===== src/sv/hmdu_pkg.sv =====
`timescale 1ns / 1ps

package hmdu_pkg;

	localparam int unsigned DataW = 32;
	localparam int unsigned CntW  = 5;
	localparam int unsigned AluW  = DataW + 2;

	localparam logic [DataW-1:0] HILO_RESET = 32'hDEAD_DEAD;
	localparam logic [CntW-1:0]  LAST_STEP  = CntW'(DataW - 1);

	typedef enum logic [2:0] {
		OP_MULT = 3'd0,
		OP_MULU = 3'd1,
		OP_DIV  = 3'd2,
		OP_DIVU = 3'd3,
		OP_MTHI = 3'd4,
		OP_MTLO = 3'd5,
		OP_MFHI = 3'd6,
		OP_MFLO = 3'd7
	} op_t;

	typedef struct packed {
		logic load;
		logic step;
		logic fix;
		logic emit;
	} cmd_t;

endpackage


===== src/sv/hmdu_alu.sv =====
`timescale 1ns / 1ps

module hmdu_alu (
	input  logic [hmdu_pkg::AluW-1:0] x,
	input  logic [hmdu_pkg::AluW-1:0] y,
	input  logic                      sub,
	output logic [hmdu_pkg::AluW-1:0] s
);

	assign s = x + (sub ? ~y : y) + {{(hmdu_pkg::AluW-1){1'b0}}, sub};

endmodule


===== src/sv/hmdu_ctrl.sv =====
`timescale 1ns / 1ps

module hmdu_ctrl (
	input  logic                 clk,
	input  logic                 arst_n,
	input  logic                 s_tvalid,
	input  hmdu_pkg::op_t        op,
	output logic                 s_tready,
	output logic                 m_tvalid,
	input  logic                 m_tready,
	output hmdu_pkg::cmd_t       cmd
);

	typedef enum logic [1:0] {
		ST_IDLE,
		ST_BUSY,
		ST_FIX,
		ST_DONE
	} state_t;

	state_t                        state_q;
	logic [hmdu_pkg::CntW-1:0]     cnt_q;
	logic                          slot_free;
	logic                          arith;

	assign s_tready  = (state_q == ST_IDLE);
	assign slot_free = !m_tvalid || m_tready;
	assign arith     = (op == hmdu_pkg::OP_MULT) || (op == hmdu_pkg::OP_MULU) ||
	                   (op == hmdu_pkg::OP_DIV)  || (op == hmdu_pkg::OP_DIVU);

	always_comb begin
		cmd.load = s_tvalid && (state_q == ST_IDLE);
		cmd.step = (state_q == ST_BUSY);
		cmd.fix  = (state_q == ST_FIX);
		cmd.emit = (state_q == ST_DONE) && slot_free;
	end

	always_ff @(posedge clk or negedge arst_n) begin
		if (!arst_n) begin
			state_q  <= ST_IDLE;
			cnt_q    <= '0;
			m_tvalid <= 1'b0;
		end else begin
			if ((state_q == ST_DONE) && slot_free)
				m_tvalid <= 1'b1;
			else if (m_tready)
				m_tvalid <= 1'b0;
			case (state_q)
				ST_IDLE: begin
					if (s_tvalid) begin
						cnt_q   <= hmdu_pkg::LAST_STEP;
						state_q <= arith ? ST_BUSY : ST_DONE;
					end
				end
				ST_BUSY: begin
					cnt_q <= cnt_q - 1'b1;
					if (cnt_q == '0)
						state_q <= ST_FIX;
				end
				ST_FIX: begin
					state_q <= ST_DONE;
				end
				ST_DONE: begin
					if (slot_free)
						state_q <= ST_IDLE;
				end
				default: begin
					state_q <= ST_IDLE;
				end
			endcase
		end
	end

endmodule


===== src/sv/hmdu_dp.sv =====
`timescale 1ns / 1ps

module hmdu_dp (
	input  logic                              clk,
	input  logic                              arst_n,
	input  hmdu_pkg::cmd_t                    cmd,
	input  hmdu_pkg::op_t                     op,
	input  logic [hmdu_pkg::DataW-1:0]        operand_a,
	input  logic [hmdu_pkg::DataW-1:0]        operand_b,
	output logic [3*hmdu_pkg::DataW-1:0]      tdata
);

	localparam int unsigned W = hmdu_pkg::DataW;

	logic [W-1:0]               hi_q;
	logic [W-1:0]               lo_q;
	logic [W-1:0]               opnd_q;
	logic [W-1:0]               rd_q;
	logic                       qneg_q;
	logic                       rneg_q;
	logic                       mul_q;
	logic [3*W-1:0]             tdata_q;

	logic                       sa;
	logic                       sb;
	logic [W-1:0]               ma;
	logic [W-1:0]               mb;
	logic                       is_arith;
	logic                       is_mul;
	logic [hmdu_pkg::AluW-1:0]  alu_x;
	logic [hmdu_pkg::AluW-1:0]  alu_y;
	logic [hmdu_pkg::AluW-1:0]  alu_s;
	logic [W:0]                 mul_next;
	logic [2*W-1:0]             prod_neg;

	assign is_mul   = (op == hmdu_pkg::OP_MULT) || (op == hmdu_pkg::OP_MULU);
	assign is_arith = is_mul || (op == hmdu_pkg::OP_DIV) || (op == hmdu_pkg::OP_DIVU);
	assign sa = ((op == hmdu_pkg::OP_MULT) || (op == hmdu_pkg::OP_DIV)) && operand_a[W-1];
	assign sb = ((op == hmdu_pkg::OP_MULT) || (op == hmdu_pkg::OP_DIV)) && operand_b[W-1];
	assign ma = sa ? (~operand_a + 1'b1) : operand_a;
	assign mb = sb ? (~operand_b + 1'b1) : operand_b;

	// shared adder: add for shift-add multiply, subtract for restoring divide
	assign alu_x = mul_q ? {2'b00, hi_q} : {1'b0, hi_q, lo_q[W-1]};
	assign alu_y = {2'b00, opnd_q};

	hmdu_alu u_alu (
		.x   (alu_x),
		.y   (alu_y),
		.sub (!mul_q),
		.s   (alu_s)
	);

	assign mul_next = lo_q[0] ? alu_s[W:0] : {1'b0, hi_q};
	assign prod_neg = ~{hi_q, lo_q} + 1'b1;
	assign tdata    = tdata_q;

	always_ff @(posedge clk or negedge arst_n) begin
		if (!arst_n) begin
			hi_q <= hmdu_pkg::HILO_RESET;
			lo_q <= hmdu_pkg::HILO_RESET;
		end else if (cmd.load) begin
			if (is_arith) begin
				hi_q <= '0;
				lo_q <= ma;
			end else if (op == hmdu_pkg::OP_MTHI) begin
				hi_q <= operand_a;
			end else if (op == hmdu_pkg::OP_MTLO) begin
				lo_q <= operand_a;
			end
		end else if (cmd.step) begin
			if (mul_q) begin
				hi_q <= mul_next[W:1];
				lo_q <= {mul_next[0], lo_q[W-1:1]};
			end else if (!alu_s[hmdu_pkg::AluW-1]) begin
				hi_q <= alu_s[W-1:0];
				lo_q <= {lo_q[W-2:0], 1'b1};
			end else begin
				hi_q <= alu_x[W-1:0];
				lo_q <= {lo_q[W-2:0], 1'b0};
			end
		end else if (cmd.fix) begin
			if (mul_q) begin
				if (qneg_q)
					{hi_q, lo_q} <= prod_neg;
			end else begin
				if (qneg_q)
					lo_q <= ~lo_q + 1'b1;
				if (rneg_q)
					hi_q <= ~hi_q + 1'b1;
			end
		end
	end

	always_ff @(posedge clk) begin
		if (cmd.load) begin
			opnd_q <= mb;
			qneg_q <= sa ^ sb;
			rneg_q <= sa;
			mul_q  <= is_mul;
			case (op)
				hmdu_pkg::OP_MFHI: rd_q <= hi_q;
				hmdu_pkg::OP_MFLO: rd_q <= lo_q;
				default:           rd_q <= '0;
			endcase
		end
		if (cmd.emit)
			tdata_q <= {lo_q, hi_q, rd_q};
	end

endmodule


===== src/sv/hilo_multiply_divide_unit_core.sv =====
`timescale 1ns / 1ps

// HI/LO multiply-divide unit. Each item carries an op and two 32-bit operands and
// returns one item with the read value (HI for mfhi, LO for mflo, else zero) and the
// HI and LO contents after the op. Multiply and divide run on one shared 34-bit
// adder, one bit per cycle over all 32 bits, then a sign fix-up step. Moves to and
// from HI/LO skip the adder and fix-up steps. One item is in work at a time; the
// finished item sits in an output register, so the next item is accepted while it
// waits. HI and LO reset to 0xDEADDEAD.
module hilo_multiply_divide_unit_core (
	input  logic        clk,
	input  logic        arst_n,
	input  logic        s_tvalid,
	output logic        s_tready,
	input  logic [63:0] s_tdata,   // operand_a [31:0], operand_b [63:32]
	input  logic [2:0]  s_tuser,   // op [2:0]
	output logic        m_tvalid,
	input  logic        m_tready,
	output logic [95:0] m_tdata    // read_value [31:0], hi_value [63:32], lo_value [95:64]
);

	hmdu_pkg::cmd_t cmd;
	hmdu_pkg::op_t  op;

	assign op = hmdu_pkg::op_t'(s_tuser);

	hmdu_ctrl u_ctrl (
		.clk      (clk),
		.arst_n   (arst_n),
		.s_tvalid (s_tvalid),
		.op       (op),
		.s_tready (s_tready),
		.m_tvalid (m_tvalid),
		.m_tready (m_tready),
		.cmd      (cmd)
	);

	hmdu_dp u_dp (
		.clk       (clk),
		.arst_n    (arst_n),
		.cmd       (cmd),
		.op        (op),
		.operand_a (s_tdata[31:0]),
		.operand_b (s_tdata[63:32]),
		.tdata     (m_tdata)
	);

endmodule


===== config.mk =====
export PLATFORM = sky130hd
export DESIGN_NAME = hilo_multiply_divide_unit_core
export DESIGN_NICKNAME = d
export VERILOG_FILES = /design/src/sv/hmdu_pkg.sv /design/src/sv/hmdu_alu.sv /design/src/sv/hmdu_ctrl.sv /design/src/sv/hmdu_dp.sv /design/src/sv/hilo_multiply_divide_unit_core.sv
export SDC_FILE = /design/constraint.sdc
export NUM_CORES = 1
export LEC_CHECK = 0
export ABC_AREA = 1
export BUFFER_PORTS_ARGS = -buffer_cell sky130_fd_sc_hd__buf_2
export CORE_MARGIN = 2
export CORE_UTILIZATION = 53
export DETAILED_ROUTE_END_ITERATION = 16
export PLACE_DENSITY_LB_ADDON = 0.2
export RECOVER_POWER = 50
export SYNTH_ARGS = -nofsm -noshare
export SYNTH_HDL_FRONTEND = slang
export SYNTH_SLANG_ARGS = --single-unit
export TNS_END_PERCENT = 30

===== constraint.sdc =====
create_clock -name clk -period 12.83 [get_ports clk]
set_input_delay 1.283 -clock clk [delete_from_list [all_inputs] [get_ports clk]]
set_output_delay 1.283 -clock clk [all_outputs]
set_load 0.02 [all_outputs]

# Word-level counts from Yosys, hierarchy flattened
# Cells that the tools add are included.
word_totals:
  ff_bits: 235
  in_bits: 71
  elab_cells: 102
classes:
  addsub: 8
  n_eq_ne: 17
  muxes: 36
  bitwise: 7
  reduce_logical: 23
ops:
  columns: ["cell", "n"]
  rows:
  - ["two-way mux 32 bit", 22]
  - ["adder 32 x 1 -> 32 bit, second input constant", 4]
  - ["NOT 32 bit", 4]
  - ["two-way mux 33 bit", 2]
  - ["adder 64 x 1 -> 64 bit, second input constant", 1]
  - ["NOT 64 bit", 1]
  - ["one-hot mux 32 bit (2 select lines)", 1]
  - ["adder 34 x 1 -> 34 bit", 1]
  - ["adder 34 bit", 1]
  - ["two-way mux 34 bit", 1]
  - ["NOT 32 -> 34 bit", 1]
  - ["== test 3 bit, second input constant", 4]
  - ["one-hot mux 5 bit (2 select lines)", 1]
  - ["two-way mux 2 bit", 4]
  - ["one-hot mux 2 bit (4 select lines)", 1]
  - ["AND reduction 4 bit", 2]
  - ["== test 3 x 2 -> 1 bit, second input constant", 2]
  - ["inequality test 3 x 1 -> 1 bit, second input constant", 2]
  - ["nonzero test 3 bit", 2]
  - ["zero test 5 bit", 1]
  - ["logical OR 1 bit", 5]
  - ["two-way mux 5 bit", 1]
  - ["subtractor 5 x 1 -> 5 bit, second input constant", 1]
  - ["== test 2 bit, second input constant", 2]
  - ["other kinds (16)", 24]

# Logic depth before layout (Yosys ltp)
logic_depth:
  depth_word: 8
  depth_mapped: 25

# Cells and area by module
# Synthesis repeated with hierarchy kept, for this count alone.
hier_totals:
  cells_unflattened: 2435
  area_unflattened_um2: 17359.1
by_module_without_submodules:
  columns: ["mod", "instances", "cells_each", "area_each_um2", "seq_area_each_um2"]
  rows:
  - ["hmdu_dp", 1, 1851, 14104.8, 6551.3]
  - ["hmdu_alu", 1, 517, 2761.4, 0.0]
  - ["hmdu_ctrl", 1, 67, 493.0, 200.2]

# Worst setup path after synthesis
# OpenSTA, ideal clock, no wires.
synth_timing:
  path_kind: "input -> register"
  from: "in m_tready"
  to: "reg u_dp.tdata_q[0], in the netlist u_dp.tdata[0], enable pin"
  setup_time_ns: 0.582
  arrival_ns: 5.934
  path_slack_ns: 6.314
  path_stages: 2
  n_path_buf: 0
  cell_sequence: "inv_1 -> a21oi_1"
synth_lines:
  columns: ["item", "line", "source"]
  rows:
  - ["from (decl)", "hilo_multiply_divide_unit_core.sv:18", "input logic m_tready,"]
  - ["to (signal assigned)", "hmdu_dp.sv:108", "tdata_q <= {lo_q, hi_q, rd_q};"]
  - ["to (decl)", "hmdu_dp.sv:22", "logic [3*W-1:0] tdata_q;"]

# Final worst setup path
layout_timing:
  from: "reg u_ctrl.state_q[1]"
  to: "reg u_dp.hi_q[0]"
layout_between:
  elab_chain_cells: 4
  word_cells_on_any_way: 11
  classes_between: "eq/ne (4); mux (2); reduce/logical (5)"
layout_lines:
  columns: ["item", "line", "source"]
  rows:
  - ["from (decl)", "hmdu_ctrl.sv:21", "state_t state_q;"]
  - ["from (signal assigned)", "hmdu_ctrl.sv:52", "state_q <= arith ? ST_BUSY : ST_DONE;"]
  - ["zero test 2 bit", "hmdu_ctrl.sv:32", "cmd.load = s_tvalid && (state_q == ST_IDLE);"]
  - ["logical AND 1 bit", "hmdu_ctrl.sv:32", null]
  - ["inequality test 4 x 3 -> 1 bit (no source line), or another cell as far along", null, null]
  - ["AND reduction 4 bit (no source line)", null, null]
  - ["to (signal assigned)", "hmdu_dp.sv:60", "hi_q <= hmdu_pkg::HILO_RESET;"]
  - ["to (signal assigned)", "hmdu_dp.sv:67", "hi_q <= operand_a;"]
  - ["to (signal assigned)", "hmdu_dp.sv:73", "hi_q <= mul_next[W:1];"]
  - ["to (decl)", "hmdu_dp.sv:15", "logic [W-1:0] hi_q;"]
# Several ways; a longest one is shown, not always the timed one.
# A chain may end at the register's enable or synchronous reset.

==> results.md <==
* Syn_nets at 2262
* Hold slack final at 0.4168 ns
* Worst rel slew slack at -1.419
* CP startpoint: u_ctrl.state_q[1]$_DFFE_PN0P_
* Vias per cell at 5.917
* Port Buffers at 168
* Worst-Skew Late Latency at 0.55 ns
* Req. time, crit path at 13.29 ns
* Worst-path maximum fanout at 45
* Final core utilization at 0.5986
* Number of synthesized flops with an enable pin at 163
* Most used DFF post-synth: edfxtp_1
* Largest net degree at the start of global routing at 171
* Share of flip-flops with an asynchronous set or reset at 0.3064
* Final min period at 6.468 ns
* Synth-to-layout area growth at 11.89%
* H-tree levels at 1
* Yosys Warn Count at 0
* Final Max Tran Viols at 166
* Gr usage total at 0.3383
* Setup crit end kind: flop
* TritonCTS Buffers at 26
* Pre-antenna DRT Iters at 6
* Area of the die at 0.03213 sq mm
* Placed cell count at 2642
* Status: finished, violations left
* First-pass GRT wire length at 83440 um
* Failing checks: max-capacitance violations, max-slew violations
* First DRT Iteration DRCs at 2145
* Clk sinks at 235
* Detail Route Antenna Nets at 0
* Mapped cell area at 0.01628 sq mm
* Setup_tns at 0 ns
* Post-CTS Setup Inserts at 0
* Min-delay worst type: flop to flop
* # resized after CTS at 0
* GRT overflow at 0
* Fill count at 2828
* NumNets Final at 2387
* Root buf cell: clkbuf_16
* Routed WL at 54510 um
* Vias in the first global route at 14.95k
* Critical hold path startpoint: u_dp.rd_q[9]$_SDFFCE_PN0P_
* Crit path DAT at 6.93 ns
* Final Skew at 0.01851 ns
* Max Freq at 0.1546 GHz
* CTS tree: built
* Fin cells at 2690
* DRC at 0
* Die width at 179.3 um
* WL/cell at 20.26 um
* Synthesized instance count at 2149
* Tcrit/Tclk final at 0.5042
* Layout cell share with drive strength beyond 1 at 0.09372
* Hpwl dp at 40810 um
* WS Path Type: flop to flop
* Placer Congestion at 0.9999
* RSZ-0062 raised after global routing: no
* Die height at 179.3 um
* Ant diodes at 0
* Final Hold Viols at 0
* Overall power at 0.005040 W
* Area occupied by multi-input gates at 0.008289 sq mm
* Via count at 15.92k
* Synth unique cells at 52
* Storage cell area at 0.006751 sq mm
* Clock transition at path regs at 0.07 ns
* Num rows at 64
* Antenna violations before repair at 0
* Maximum vdd drop at 150.9 uV
* Core area at 0.03043 sq mm
* Setup Viol. Count Final at 0
* Reg2Reg Launch Point: u_ctrl.state_q[1]$_DFFE_PN0P_
* Cell leakage power at 7.622 nW
* IO Count at 169
* Worst-margin pin slew at 3.629 ns
* Pwr/cell area at 276.7 mW/mm^2
* Post-CTS Hold Fix Bufs at 0
* Starting Density at 0.5350
* Sequential-to-total area share from yosys stat at 0.4147
* Post-synthesis register bit count at 235
* Syn_area_per_cell at 7.575 sq um
* CTS Buffer Depth at 3
* Crit start category: flop
* Max-cap violation count at 4
[cell families after synthesis]
kind of cell | count (synthesis) | synth area share
adders and majority gates | 42 | 0.03274
xor gates and xnor gates | 109 | 0.05864
AOI/OAI and AO/OA | 504 | 0.1711
DFF | 235 | 0.4147
buffers and inverters | 320 | 0.07624
and+or+nand+nor | 939 | 0.2466
[power by group]
part	switching, W	internal [W]
combinational	0.00191	0.000851
sequential	0.000286	0.00120
clock	0.000317	0.000477
[sequential cells by signal (all words and copies together), names as in the netlist, 2 cells and up]
name,cells
u_dp.tdata,96
u_ctrl.state_q,2
u_dp.opnd_q,32
u_ctrl.cnt_q,5
u_dp.lo_q,32
u_dp.hi_q,32
u_dp.rd_q,32
[through the flow]
stage,instance area [sq um],setup slack (ns)
after global routing,18220,5.963
after global placement,17400,6.247
after detailed placement,17400,6.109
final,18220,6.362
after CTS,18310,6.664
after floorplan,16280,6.314
[synthesized netlist by cell type, drive strengths merged (10+ instances only)]
library cell,count,area share
nand3,155,0.049
nor2,230,0.055
nand4,36,0.014
nand2,460,0.11
xnor2,60,0.032
inv,230,0.053
dfstp,44,0.071
buf,25,0.0079
a22oi,25,0.012
clkbuf,60,0.014
edfxtp,163,0.30
xor2,49,0.026
o21ai,179,0.055
ha,41,0.032
dfrtp,28,0.043
nor3,40,0.014
a22o,10,0.0054
nor4,10,0.0042
o22ai,33,0.013
a21oi,215,0.067
[layout make-up]
class | count | area share
clock buffer | 32 | 0.03922
clock inverter | 16 | 0.01099
inverter | 235 | 0.04877
multi-input combinational | 1594 | 0.4551
sequential | 235 | 0.3707
tap | 396 | 0.02720
timing repair buffer | 182 | 0.04808
[path summary, 6_finish.rpt]
kind                            cells past startpoint                        end  slack (ns)
worst min register to register                      0    u_dp.tdata[9]$_DFFE_PP_        0.42
worst max-delay path                               12   u_dp.hi_q[0]$_DFFE_PN1P_        6.36
worst min-delay path                                0    u_dp.tdata[9]$_DFFE_PP_        0.42
max in group asynchronous                           2  u_dp.lo_q[24]$_DFFE_PN0P_        8.01
min in group asynchronous                           1   u_dp.hi_q[4]$_DFFE_PN0P_        0.87
worst max register to register                     12   u_dp.hi_q[0]$_DFFE_PN1P_        6.36
[layer usage]
layer  vias up  part of all wire  GRT usage
li1       7576                 -          -
met1      7486              0.41     0.4483
met2       752              0.47     0.5678
met3       103             0.081    0.04559
met4         0             0.036     0.1173
met5         -                 0          0
[worst max-delay path, stage by stage, from the launching register on]
cell,delay (ns)
dfrtp_1,0.41
inv_1,0.09
ha_1,0.14
clkbuf_1,1.86
nor2_1,0.81
inv_2,0.34
nor2_1,0.10
a21oi_1,0.14
nand2_1,0.65
inv_1,1.13
o21ai_0,0.30
a221oi_1,0.29
a22oi_1,0.11
[cell usage in the layout, fill, tap and decap left out, types with 44 or more instances in the layout]
master / netlist / routed
nor2_1: 222 / 222
xnor2_1: 60 / 60
nand3_1: 152 / 152
buf_2: 10 / 117
nand2_1: 451 / 450
o21ai_0: 156 / 156
inv_1: 221 / 221
a21oi_1: 213 / 213
dfstp_1: 0 / 44
clkbuf_1: 60 / 59
xor2_1: 49 / 49
edfxtp_1: 163 / 163
Power figures use the tool's default switching activity.
